### src/sv/fcfl_pkg.sv
// Shared types, codes and constants of the fixed chunk free list allocator.
package fcfl_pkg;

    localparam int NUM_CHUNKS_DEF   = 256;
    localparam int HEADER_BYTES_DEF = 4;

    localparam int ADDR_W  = 21;
    localparam int IDX_W   = 8;
    localparam int LINK_W  = 9;
    localparam int BYTES_W = 13;
    localparam int COUNT_W = 9;
    localparam int STAT_W  = 2;

    localparam logic [BYTES_W-1:0] BYTES_MAX   = 13'd4096;
    localparam logic [BYTES_W-1:0] BYTES_RESET = 13'd64;
    localparam logic [COUNT_W-1:0] COUNT_RESET = 9'd256;
    localparam logic [LINK_W-1:0]  NULL_LINK   = 9'd256;

    typedef enum logic [0:0] {
        REG_CHUNK_BYTES   = 1'b0,
        REG_CHUNKS_IN_USE = 1'b1
    } t_reg_idx;

    typedef enum logic [0:0] {
        KIND_ALLOC = 1'b0,
        KIND_FREE  = 1'b1
    } t_kind;

    typedef enum logic [STAT_W-1:0] {
        STAT_OK        = 2'd0,
        STAT_EMPTY     = 2'd1,
        STAT_NULL_FREE = 2'd2,
        STAT_BAD_ADDR  = 2'd3
    } t_status;

    typedef enum logic [1:0] {
        ST_IDLE = 2'd0,
        ST_POP  = 2'd1,
        ST_MUL  = 2'd2,
        ST_DIV  = 2'd3
    } t_state;

    typedef struct packed {
        logic              kind;
        logic [ADDR_W-1:0] free_address;
    } t_cmd;

    typedef struct packed {
        logic [STAT_W-1:0] status;
        logic [ADDR_W-1:0] address;
        logic [IDX_W-1:0]  chunk_number;
    } t_res;

endpackage

### src/sv/fcfl_ram.sv
// Generic single write port RAM with registered read.
module fcfl_ram #(
    parameter int WIDTH = 9,
    parameter int DEPTH = 256
) (
    input  logic                     i_clk,
    input  logic                     i_we,
    input  logic [$clog2(DEPTH)-1:0] i_waddr,
    input  logic [WIDTH-1:0]         i_wdata,
    input  logic [$clog2(DEPTH)-1:0] i_raddr,
    output logic [WIDTH-1:0]         o_rdata
);

    logic [WIDTH-1:0] r_mem [DEPTH];
    logic [WIDTH-1:0] r_rdata;

    always_ff @(posedge i_clk) begin
        if (i_we) begin
            r_mem[i_waddr] <= i_wdata;
        end
        r_rdata <= r_mem[i_raddr];
    end

    assign o_rdata = r_rdata;

endmodule

### src/sv/fcfl_div.sv
// Restoring divider, one quotient bit per cycle, for offset to chunk index.
module fcfl_div (
    input  logic                            i_clk,
    input  logic                            i_rst_n,
    input  logic                            i_start,
    input  logic [fcfl_pkg::ADDR_W-1:0]     i_dividend,
    input  logic [fcfl_pkg::BYTES_W-1:0]    i_divisor,
    output logic                            o_done,
    output logic [fcfl_pkg::ADDR_W-1:0]     o_quotient,
    output logic [fcfl_pkg::BYTES_W-1:0]    o_remainder
);

    localparam int CNT_W = $clog2(fcfl_pkg::ADDR_W + 1);

    logic                          r_busy, n_busy;
    logic                          r_done, n_done;
    logic [CNT_W-1:0]              r_count, n_count;
    logic [fcfl_pkg::BYTES_W-1:0]  r_rem, n_rem;
    logic [fcfl_pkg::ADDR_W-1:0]   r_quo, n_quo;
    logic [fcfl_pkg::BYTES_W:0]    w_shift;
    logic [fcfl_pkg::BYTES_W:0]    w_diff;

    assign w_shift = {r_rem, r_quo[fcfl_pkg::ADDR_W-1]};
    assign w_diff  = w_shift - {1'b0, i_divisor};

    always_comb begin
        n_busy  = r_busy;
        n_done  = 1'b0;
        n_count = r_count;
        n_rem   = r_rem;
        n_quo   = r_quo;
        if (i_start) begin
            n_busy  = 1'b1;
            n_count = CNT_W'(fcfl_pkg::ADDR_W);
            n_rem   = '0;
            n_quo   = i_dividend;
        end else if (r_busy) begin
            // keep the partial remainder below the divisor
            if (w_shift >= {1'b0, i_divisor}) begin
                n_rem = w_diff[fcfl_pkg::BYTES_W-1:0];
                n_quo = {r_quo[fcfl_pkg::ADDR_W-2:0], 1'b1};
            end else begin
                n_rem = w_shift[fcfl_pkg::BYTES_W-1:0];
                n_quo = {r_quo[fcfl_pkg::ADDR_W-2:0], 1'b0};
            end
            n_count = r_count - 1'b1;
            if (r_count == CNT_W'(1)) begin
                n_busy = 1'b0;
                n_done = 1'b1;
            end
        end
    end

    always_ff @(posedge i_clk) begin
        if (!i_rst_n) begin
            r_busy  <= 1'b0;
            r_done  <= 1'b0;
            r_count <= '0;
        end else begin
            r_busy  <= n_busy;
            r_done  <= n_done;
            r_count <= n_count;
        end
        r_rem <= n_rem;
        r_quo <= n_quo;
    end

    assign o_done      = r_done;
    assign o_quotient  = r_quo;
    assign o_remainder = r_rem;

endmodule

### src/sv/fixed_chunk_free_list_allocator.sv
// Fixed chunk pool allocator: freed list in a link RAM plus a fresh chunk counter.
//
// Commands enter on i_cmd when i_start is high and o_busy is low. Each
// command gives exactly one result word on o_res, shown for one cycle with
// o_res_valid; the receiver cannot stall, so the word is taken at that edge.
// An alloc that pops the freed list passes the link RAM read, then the
// index times stride multiply, before its result; one from the fresh
// counter passes only the multiply; a pool empty, null free or short
// address answers in the cycle after it is taken. A free of a real address
// runs the restoring divider, one quotient bit a cycle over 21 bits, and
// answers once the divider is done. o_busy stays high until the result word
// is registered, so the next command may start in the cycle that the result is shown.
// Registers are written through i_cfg_valid/o_cfg_ready (always ready);
// index 0 is the payload size, index 1 the number of chunks. Any write, and
// reset, empties the pool: the freed list is dropped and the fresh counter
// cleared, so chunks come out again in ascending order. Reset also loads
// 64 payload bytes and 256 chunks. Link RAM entries are only read after a
// free has written them, so the RAM needs no clearing.
module fixed_chunk_free_list_allocator #(
    parameter int NUM_CHUNKS   = fcfl_pkg::NUM_CHUNKS_DEF,
    parameter int HEADER_BYTES = fcfl_pkg::HEADER_BYTES_DEF
) (
    input  logic                          i_clk,
    input  logic                          i_rst_n,
    input  logic                          i_start,
    output logic                          o_busy,
    input  fcfl_pkg::t_cmd                i_cmd,
    output logic                          o_res_valid,
    output fcfl_pkg::t_res                o_res,
    input  logic                          i_cfg_valid,
    output logic                          o_cfg_ready,
    input  logic                          i_cfg_index,
    input  logic [fcfl_pkg::BYTES_W-1:0]  i_cfg_data
);

    localparam int LIM     = (NUM_CHUNKS < 256) ? NUM_CHUNKS : 256;
    localparam int RAM_AW  = $clog2(LIM);
    localparam logic [fcfl_pkg::COUNT_W-1:0] LIM_N = fcfl_pkg::COUNT_W'(LIM);
    localparam logic [fcfl_pkg::ADDR_W-1:0]  HDR_A = fcfl_pkg::ADDR_W'(HEADER_BYTES);

    fcfl_pkg::t_state              r_state, n_state;
    logic [fcfl_pkg::BYTES_W-1:0]  r_chunk_bytes, n_chunk_bytes;
    logic [fcfl_pkg::COUNT_W-1:0]  r_chunks, n_chunks;
    logic [fcfl_pkg::LINK_W-1:0]   r_head, n_head;
    logic [fcfl_pkg::COUNT_W-1:0]  r_fresh, n_fresh;
    logic [fcfl_pkg::IDX_W-1:0]    r_idx, n_idx;
    logic                          r_res_valid, n_res_valid;
    fcfl_pkg::t_res                r_res, n_res;

    logic [fcfl_pkg::BYTES_W-1:0]  w_eff_bytes;
    logic [fcfl_pkg::BYTES_W-1:0]  w_stride;
    logic [fcfl_pkg::COUNT_W-1:0]  w_eff_n;
    logic [fcfl_pkg::ADDR_W-1:0]   w_prod;
    logic [fcfl_pkg::ADDR_W-1:0]   w_off;
    logic                          w_accept;
    logic                          w_cfg_we;
    logic                          w_div_start;
    logic                          w_div_done;
    logic [fcfl_pkg::ADDR_W-1:0]   w_quo;
    logic [fcfl_pkg::BYTES_W-1:0]  w_rem;
    logic                          w_we;
    logic [fcfl_pkg::LINK_W-1:0]   w_rdata;

    // clamp the configured values into their working ranges
    always_comb begin
        if (r_chunk_bytes == '0) begin
            w_eff_bytes = fcfl_pkg::BYTES_W'(1);
        end else if (r_chunk_bytes > fcfl_pkg::BYTES_MAX) begin
            w_eff_bytes = fcfl_pkg::BYTES_MAX;
        end else begin
            w_eff_bytes = r_chunk_bytes;
        end
        if (r_chunks == '0) begin
            w_eff_n = fcfl_pkg::COUNT_W'(1);
        end else if (r_chunks > LIM_N) begin
            w_eff_n = LIM_N;
        end else begin
            w_eff_n = r_chunks;
        end
    end

    assign w_stride = w_eff_bytes + fcfl_pkg::BYTES_W'(HEADER_BYTES);
    assign w_prod   = fcfl_pkg::ADDR_W'(r_idx) * fcfl_pkg::ADDR_W'(w_stride) + HDR_A;
    assign w_off    = i_cmd.free_address - HDR_A;
    assign w_accept = i_start && !o_busy;
    assign w_cfg_we = i_cfg_valid && o_cfg_ready;

    always_comb begin
        n_state       = r_state;
        n_chunk_bytes = r_chunk_bytes;
        n_chunks      = r_chunks;
        n_head        = r_head;
        n_fresh       = r_fresh;
        n_idx         = r_idx;
        n_res_valid   = 1'b0;
        n_res         = r_res;
        w_div_start   = 1'b0;
        w_we          = 1'b0;

        case (r_state)
            fcfl_pkg::ST_IDLE: begin
                if (w_accept) begin
                    n_res = '0;
                    if (i_cmd.kind == fcfl_pkg::KIND_ALLOC) begin
                        if (!r_head[fcfl_pkg::LINK_W-1]) begin
                            n_idx   = r_head[fcfl_pkg::IDX_W-1:0];
                            n_state = fcfl_pkg::ST_POP;
                        end else if (r_fresh < w_eff_n) begin
                            n_idx   = r_fresh[fcfl_pkg::IDX_W-1:0];
                            n_fresh = r_fresh + 1'b1;
                            n_state = fcfl_pkg::ST_MUL;
                        end else begin
                            n_res.status = fcfl_pkg::STAT_EMPTY;
                            n_res_valid  = 1'b1;
                        end
                    end else if (i_cmd.free_address == '0) begin
                        n_res.status = fcfl_pkg::STAT_NULL_FREE;
                        n_res_valid  = 1'b1;
                    end else if (i_cmd.free_address < HDR_A) begin
                        n_res.status = fcfl_pkg::STAT_BAD_ADDR;
                        n_res_valid  = 1'b1;
                    end else begin
                        w_div_start = 1'b1;
                        n_state     = fcfl_pkg::ST_DIV;
                    end
                end
            end
            fcfl_pkg::ST_POP: begin
                // link word of the old head is on the RAM output now
                n_head  = w_rdata;
                n_state = fcfl_pkg::ST_MUL;
            end
            fcfl_pkg::ST_MUL: begin
                n_res.status       = fcfl_pkg::STAT_OK;
                n_res.address      = w_prod;
                n_res.chunk_number = r_idx;
                n_res_valid        = 1'b1;
                n_state            = fcfl_pkg::ST_IDLE;
            end
            fcfl_pkg::ST_DIV: begin
                if (w_div_done) begin
                    n_res_valid = 1'b1;
                    n_state     = fcfl_pkg::ST_IDLE;
                    if (w_rem != '0 || w_quo >= fcfl_pkg::ADDR_W'(w_eff_n)
                        || w_quo >= fcfl_pkg::ADDR_W'(r_fresh)) begin
                        n_res.status = fcfl_pkg::STAT_BAD_ADDR;
                    end else begin
                        w_we               = 1'b1;
                        n_head             = fcfl_pkg::LINK_W'(w_quo[fcfl_pkg::IDX_W-1:0]);
                        n_res.status       = fcfl_pkg::STAT_OK;
                        n_res.chunk_number = w_quo[fcfl_pkg::IDX_W-1:0];
                    end
                end
            end
            default: begin
                n_state = fcfl_pkg::ST_IDLE;
            end
        endcase

        // a register write empties the pool
        if (w_cfg_we) begin
            case (i_cfg_index)
                fcfl_pkg::REG_CHUNK_BYTES:   n_chunk_bytes = i_cfg_data;
                fcfl_pkg::REG_CHUNKS_IN_USE: n_chunks = i_cfg_data[fcfl_pkg::COUNT_W-1:0];
                default: ;
            endcase
            n_head  = fcfl_pkg::NULL_LINK;
            n_fresh = '0;
        end
    end

    always_ff @(posedge i_clk) begin
        if (!i_rst_n) begin
            r_state       <= fcfl_pkg::ST_IDLE;
            r_chunk_bytes <= fcfl_pkg::BYTES_RESET;
            r_chunks      <= fcfl_pkg::COUNT_RESET;
            r_head        <= fcfl_pkg::NULL_LINK;
            r_fresh       <= '0;
            r_res_valid   <= 1'b0;
        end else begin
            r_state       <= n_state;
            r_chunk_bytes <= n_chunk_bytes;
            r_chunks      <= n_chunks;
            r_head        <= n_head;
            r_fresh       <= n_fresh;
            r_res_valid   <= n_res_valid;
        end
        r_idx <= n_idx;
        r_res <= n_res;
    end

    fcfl_div u_div (
        .i_clk       (i_clk),
        .i_rst_n     (i_rst_n),
        .i_start     (w_div_start),
        .i_dividend  (w_off),
        .i_divisor   (w_stride),
        .o_done      (w_div_done),
        .o_quotient  (w_quo),
        .o_remainder (w_rem)
    );

    fcfl_ram #(
        .WIDTH (fcfl_pkg::LINK_W),
        .DEPTH (LIM)
    ) u_link_ram (
        .i_clk   (i_clk),
        .i_we    (w_we),
        .i_waddr (w_quo[RAM_AW-1:0]),
        .i_wdata (r_head),
        .i_raddr (r_head[RAM_AW-1:0]),
        .o_rdata (w_rdata)
    );

    assign o_busy      = (r_state != fcfl_pkg::ST_IDLE);
    assign o_res_valid = r_res_valid;
    assign o_res       = r_res;
    assign o_cfg_ready = 1'b1;

    a_err_res_zero : assert property (@(posedge i_clk) disable iff (!i_rst_n)
        (o_res_valid && o_res.status != fcfl_pkg::STAT_OK)
            |-> (o_res.address == '0 && o_res.chunk_number == '0))
        else $error("failed result carries address or chunk number");

    a_pop_head : assert property (@(posedge i_clk) disable iff (!i_rst_n)
        (r_state == fcfl_pkg::ST_POP) |-> !r_head[fcfl_pkg::LINK_W-1])
        else $error("pop from an empty freed list");

    a_fresh_bound : assert property (@(posedge i_clk) disable iff (!i_rst_n)
        r_fresh <= w_eff_n)
        else $error("fresh count beyond pool size");

    a_div_owner : assert property (@(posedge i_clk) disable iff (!i_rst_n)
        w_div_done |-> (r_state == fcfl_pkg::ST_DIV))
        else $error("divider finished outside a free");

endmodule
### config.mk
export PLATFORM = sky130hd
export DESIGN_NAME = fixed_chunk_free_list_allocator
export DESIGN_NICKNAME = d
export VERILOG_FILES = /design/src/sv/fcfl_pkg.sv /design/src/sv/fcfl_ram.sv /design/src/sv/fcfl_div.sv /design/src/sv/fixed_chunk_free_list_allocator.sv
export SDC_FILE = /design/constraint.sdc
export NUM_CORES = 2
export LEC_CHECK = 0
export BUFFER_PORTS_ARGS = -buffer_cell sky130_fd_sc_hd__buf_2
export CORE_MARGIN = 2
export CORE_UTILIZATION = 57
export CTS_CLUSTER_SIZE = 28
export DETAILED_ROUTE_END_ITERATION = 6
export GPL_TIMING_DRIVEN = 1
export PLACE_DENSITY = 0.87
export SLEW_MARGIN = 40
export SYNTH_ARGS = -nofsm -noshare
export SYNTH_HDL_FRONTEND = slang
export SYNTH_SLANG_ARGS = --single-unit
### constraint.sdc
create_clock -name i_clk -period 5.72 [get_ports i_clk]
set_clock_uncertainty 0.05 [all_clocks]
set_input_delay 0.286 -clock i_clk [delete_from_list [all_inputs] [get_ports i_clk]]
set_output_delay 0.286 -clock i_clk [all_outputs]
set_load 0.01 [all_outputs]
==> results_dict.tcl <==
set metrics [dict create \
    status "complete, but fails checks" \
    failed_checks "DRC" \
    maxSlewViolCount 0 \
    tightest_slew_ns 1.093 \
    hp-start "i_cmd[1]" \
    cts_root_buf "clkbuf_16" \
    clk_pin_slew_worst_paths_ns 0.07 \
    final-setup-viol-count 0 \
    power_frac_comb_pct 5.4 \
    antenna_found_initial 4 \
    ir_drop_v 0.0004127 \
    critPathArrivalTime_ns 6.06 \
    first_global_vias 55730 \
    wl_um 277100 \
    critPathKind "flop to flop" \
    cts-htree-levels 4 \
    critPathRequiredTime_ns 6.28 \
    area_growth_syn_to_layout_pct 12.56 \
    grt_pass1_wl_um 390400 \
    cts.sinks 2436 \
    cts_tree "done" \
    synth_edf_count 2364 \
    ff2ff_path_depth 22 \
    swShare_pct 22.46 \
    grtUsageTotal_pct 30.37 \
    cp_slowest_cell "fa_1" \
    period_share_pct 96.21 \
    power_density_nw_per_um2 330.7 \
    netlist_instances 5139 \
    syn-num-nets 5332 \
    worst-path-max-fanout 8 \
    avgRoutedWirePerCell_um 34.87 \
    overflow 0 \
    via_per_inst 7.080 \
    io_pins 74 \
    synth_ff_type "edfxtp_1" \
    postSynth.asyncResetShare_pct 0 \
    cp_slowest_stage_delay_ns 0.51 \
    setup_tns_ns 0 \
    clkLatencyLatePin_ns 0.90 \
    reg2reg_from "r_chunk_bytes[3]$_SDFFE_PN0P_" \
    cts_buffers 223 \
    path_common_cell "fa_1" \
    grt_max_degree 185 \
    crit_chain "nor4_1 -> nand3_1 -> and2_1 -> nor3_1 -> a21oi_1 -> buf_4 -> nor2b_1 -> fa_1 -> fa_1 -> fa_1 -> inv_1 -> fa_1 -> inv_1 -> ha_4 -> nand3_2 -> nor2_2 -> buf_4 -> a2111oi_2 -> buf_4 -> o41ai_2 -> xnor2_1 -> nor2_1" \
    p_switching_uw 8284 \
    place_area_um2 102900 \
    fp.dieH_um 421.0 \
    crit_start "r_chunk_bytes[3]$_SDFFE_PN0P_" \
    p_leak_uw 0.03525 \
    portBuffers 72 \
    drive_gt1_share_pct 25.63 \
    ys_ff_latch 2436 \
    clock.fmax_mhz 181.7 \
    ys_seq_area_share_pct 73.09 \
    min_path_type "primary input to flop" \
    place_hpwl_um 147500 \
    critPathLaunchType "flop" \
    p_seq_share_pct 53.3 \
    core_um2 173200 \
    globalplace.congestion 0.8917 \
    route.detailed.drc 166 \
    yosysUniqueCellTypes 68 \
    drt_iter0_drc 10090 \
    relSlewSlack_pct 26.93 \
    die_w_um 421.0 \
    num_vias 56270 \
    clockPowerShare_pct 41.3 \
    fin_crit_ns 5.503 \
    finalHoldViolations 0 \
    p_int_uw 28600 \
    num_rows 153 \
    ys.warnings.count 0 \
    cts_buffer_depth 3 \
    fin_area_um2 111500 \
    syn_area_um2 99100 \
    finish.net_count 5613 \
    whs_path_depth 4 \
    ant_nets 0 \
    synth.avg_cell_area_um2 19.28 \
    dieArea_um2 177200 \
    endpoint_kind "flop" \
    start_util_pct 57.20 \
    cap_violations 0 \
    drt_pass1_iterations 7 \
]
[layout make-up]
type	count	area, um2
fill	10300	61700
multi-input combinational	2292	25440
antenna	5	12.51
inverter	140	525.5
tap	2325	2909
clock inverter	149	1529
sequential	2436	72470
timing repair buffer	327	2850
clock buffer	274	5813
[worst paths after layout]
path                                   endpoint  slack (ns)
setup reg to reg        o_res[28]$_SDFFCE_PN0P_        0.22
hold / removal    u_div.o_quotient[1]$_DFFE_PP_        0.23
setup / recovery        o_res[28]$_SDFFCE_PN0P_        0.22
hold reg to reg   r_chunk_bytes[2]$_SDFFE_PN0P_        0.47
[power groups by stage]
stage / Sequential [uW] / Combinational [uW] / Clock (uW)
finish: 19700 / 1980 / 15200
global placement: 20000 / 1700 / 0
detailed placement: 20000 / 1780 / 0
CTS: 19700 / 1870 / 15100
global route: 19700 / 2120 / 15800
floorplan: 20000 / 1220 / 0
[Yosys cell counts (4+ instances only)]
cell type	n	area, um2
o221ai_1	24	210.2
ha_1	85	1064
a22o_1	11	96.34
and2_1	77	481.7
or2_2	8	50.05
nand2_1	227	852.1
a31oi_1	13	81.33
buf_2	63	315.3
mux4_2	596	13420
fa_1	68	1361
nor2_1	346	1299
a22oi_1	87	653.1
o211ai_1	12	90.09
buf_1	25	93.84
nor3_1	49	245.2
dfxtp_1	72	1441
a221oi_1	4	35.03
and3_1	12	75.07
buf_6	15	168.9
a21boi_0	25	187.7
nor2b_1	22	137.6
a21oi_1	105	525.5
o22ai_1	30	187.7
edfxtp_1	2364	70990
a21o_1	10	75.07
nand4_1	32	200.2
nand3_1	79	395.4
clkbuf_1	125	469.2
mux2i_1	112	1121
xor2_1	13	113.9
o22a_1	9	78.83
nand2b_1	22	137.6
inv_1	138	518.0
mux2_2	16	180.2
o21a_1	9	67.56
o21ai_0	58	290.3
a211oi_1	22	165.2
nor3b_1	9	67.56
o31ai_1	5	37.54
nor4_1	20	125.1
buf_4	42	315.3
xnor2_1	38	332.8
[per-stage QoR]
| stage | setup slack [ns] | power, uW | utilization (%) | std cells | hold WS (ns) |
|---|---|---|---|---|---|
| 2_1_floorplan | 0.08014 | 21260 | - | 5139 | 0.3600 |
| 3_3_place_gp | 0.1095 | 21720 | 59.27 | 7442 | 0.4097 |
| 3_5_place_dp | 0.02432 | 21820 | 59.39 | 7443 | 0.4314 |
| 4_1_cts | 0.004771 | 36670 | 64.04 | 7937 | 0.1831 |
| 5_1_grt | -0.02351 | 37550 | 64.38 | 7943 | 0.2498 |
| 6_report | 0.2170 | 36890 | 64.39 | 7948 | 0.2306 |
[registers in the layout, summed over array words and instances (netlist names)]
register,flops
o_res,31
o_res_valid,1
r_chunk_bytes,13
r_chunks,9
r_fresh,9
r_head,9
r_idx,8
r_state,2
u_div.o_done,1
u_div.o_quotient,21
u_div.o_remainder,13
u_div.r_busy,1
u_div.r_count,5
u_link_ram.o_rdata,9
u_link_ram.r_mem,2304
[placed cells by master, fill, tap and decap left out, types with 47 or more instances in the layout]
cell type         n
and2_1           76
dfxtp_1          61
mux2i_1         112
clkinv_1         53
o21ai_0          54
nand3_1          76
clkbuf_1         48
ha_1             82
clkbuf_16       224
buf_2            72
a22oi_1          87
dlygate4sd3_1    71
mux4_2          596
nor3_1           47
fa_1             68
buf_4           148
a21oi_1         101
inv_1           138
edfxtp_1       2364
nor2_2          187
nor2_1          157
nand2_1         218
[kinds of logic (layout without fill, tap and decap cells)]
group,Yosys count,count (layout),synth area share (%)
xor gates and xnor gates,51,51,0.4507
buffers and inverters,411,890,1.910
other,1,6,0.003784
and+or+nand+nor,921,921,4.259
AOI/OAI and AO/OA,442,442,2.982
adders and majority gates,153,153,2.447
muxes,724,724,14.86
DFF,2436,2436,73.09
[critical path: cells and delay by family, from the launching register on]
kind                       cells  cell delay (ns)
adders and majority gates      5             2.24
and+or+nand+nor                8             1.38
buffers and inverters          5             0.58
AOI/OAI and AO/OA              3             0.46
DFF                            1             0.35
xor gates and xnor gates       1             0.16
[metal layers]
metal / wire length [um] / vias up / track usage, %
li1: - / 21280 / -
met1: 87100 / 28430 / 37.48
met2: 135700 / 5302 / 49.62
met3: 34100 / 1244 / 7.493
met4: 19950 / 8 / 16.73
met5: 277 / - / 0.5376
[timing repair]
item / 4_1_cts / 5_1_grt
hold buffers: 71 / 0
setup endpoints to repair: 0 / 6
endpoints found under the hold margin: 71 / 0
resized for setup: 0 / 22
buffers inserted: 0 / 2
Power figures use the tool's default switching activity.
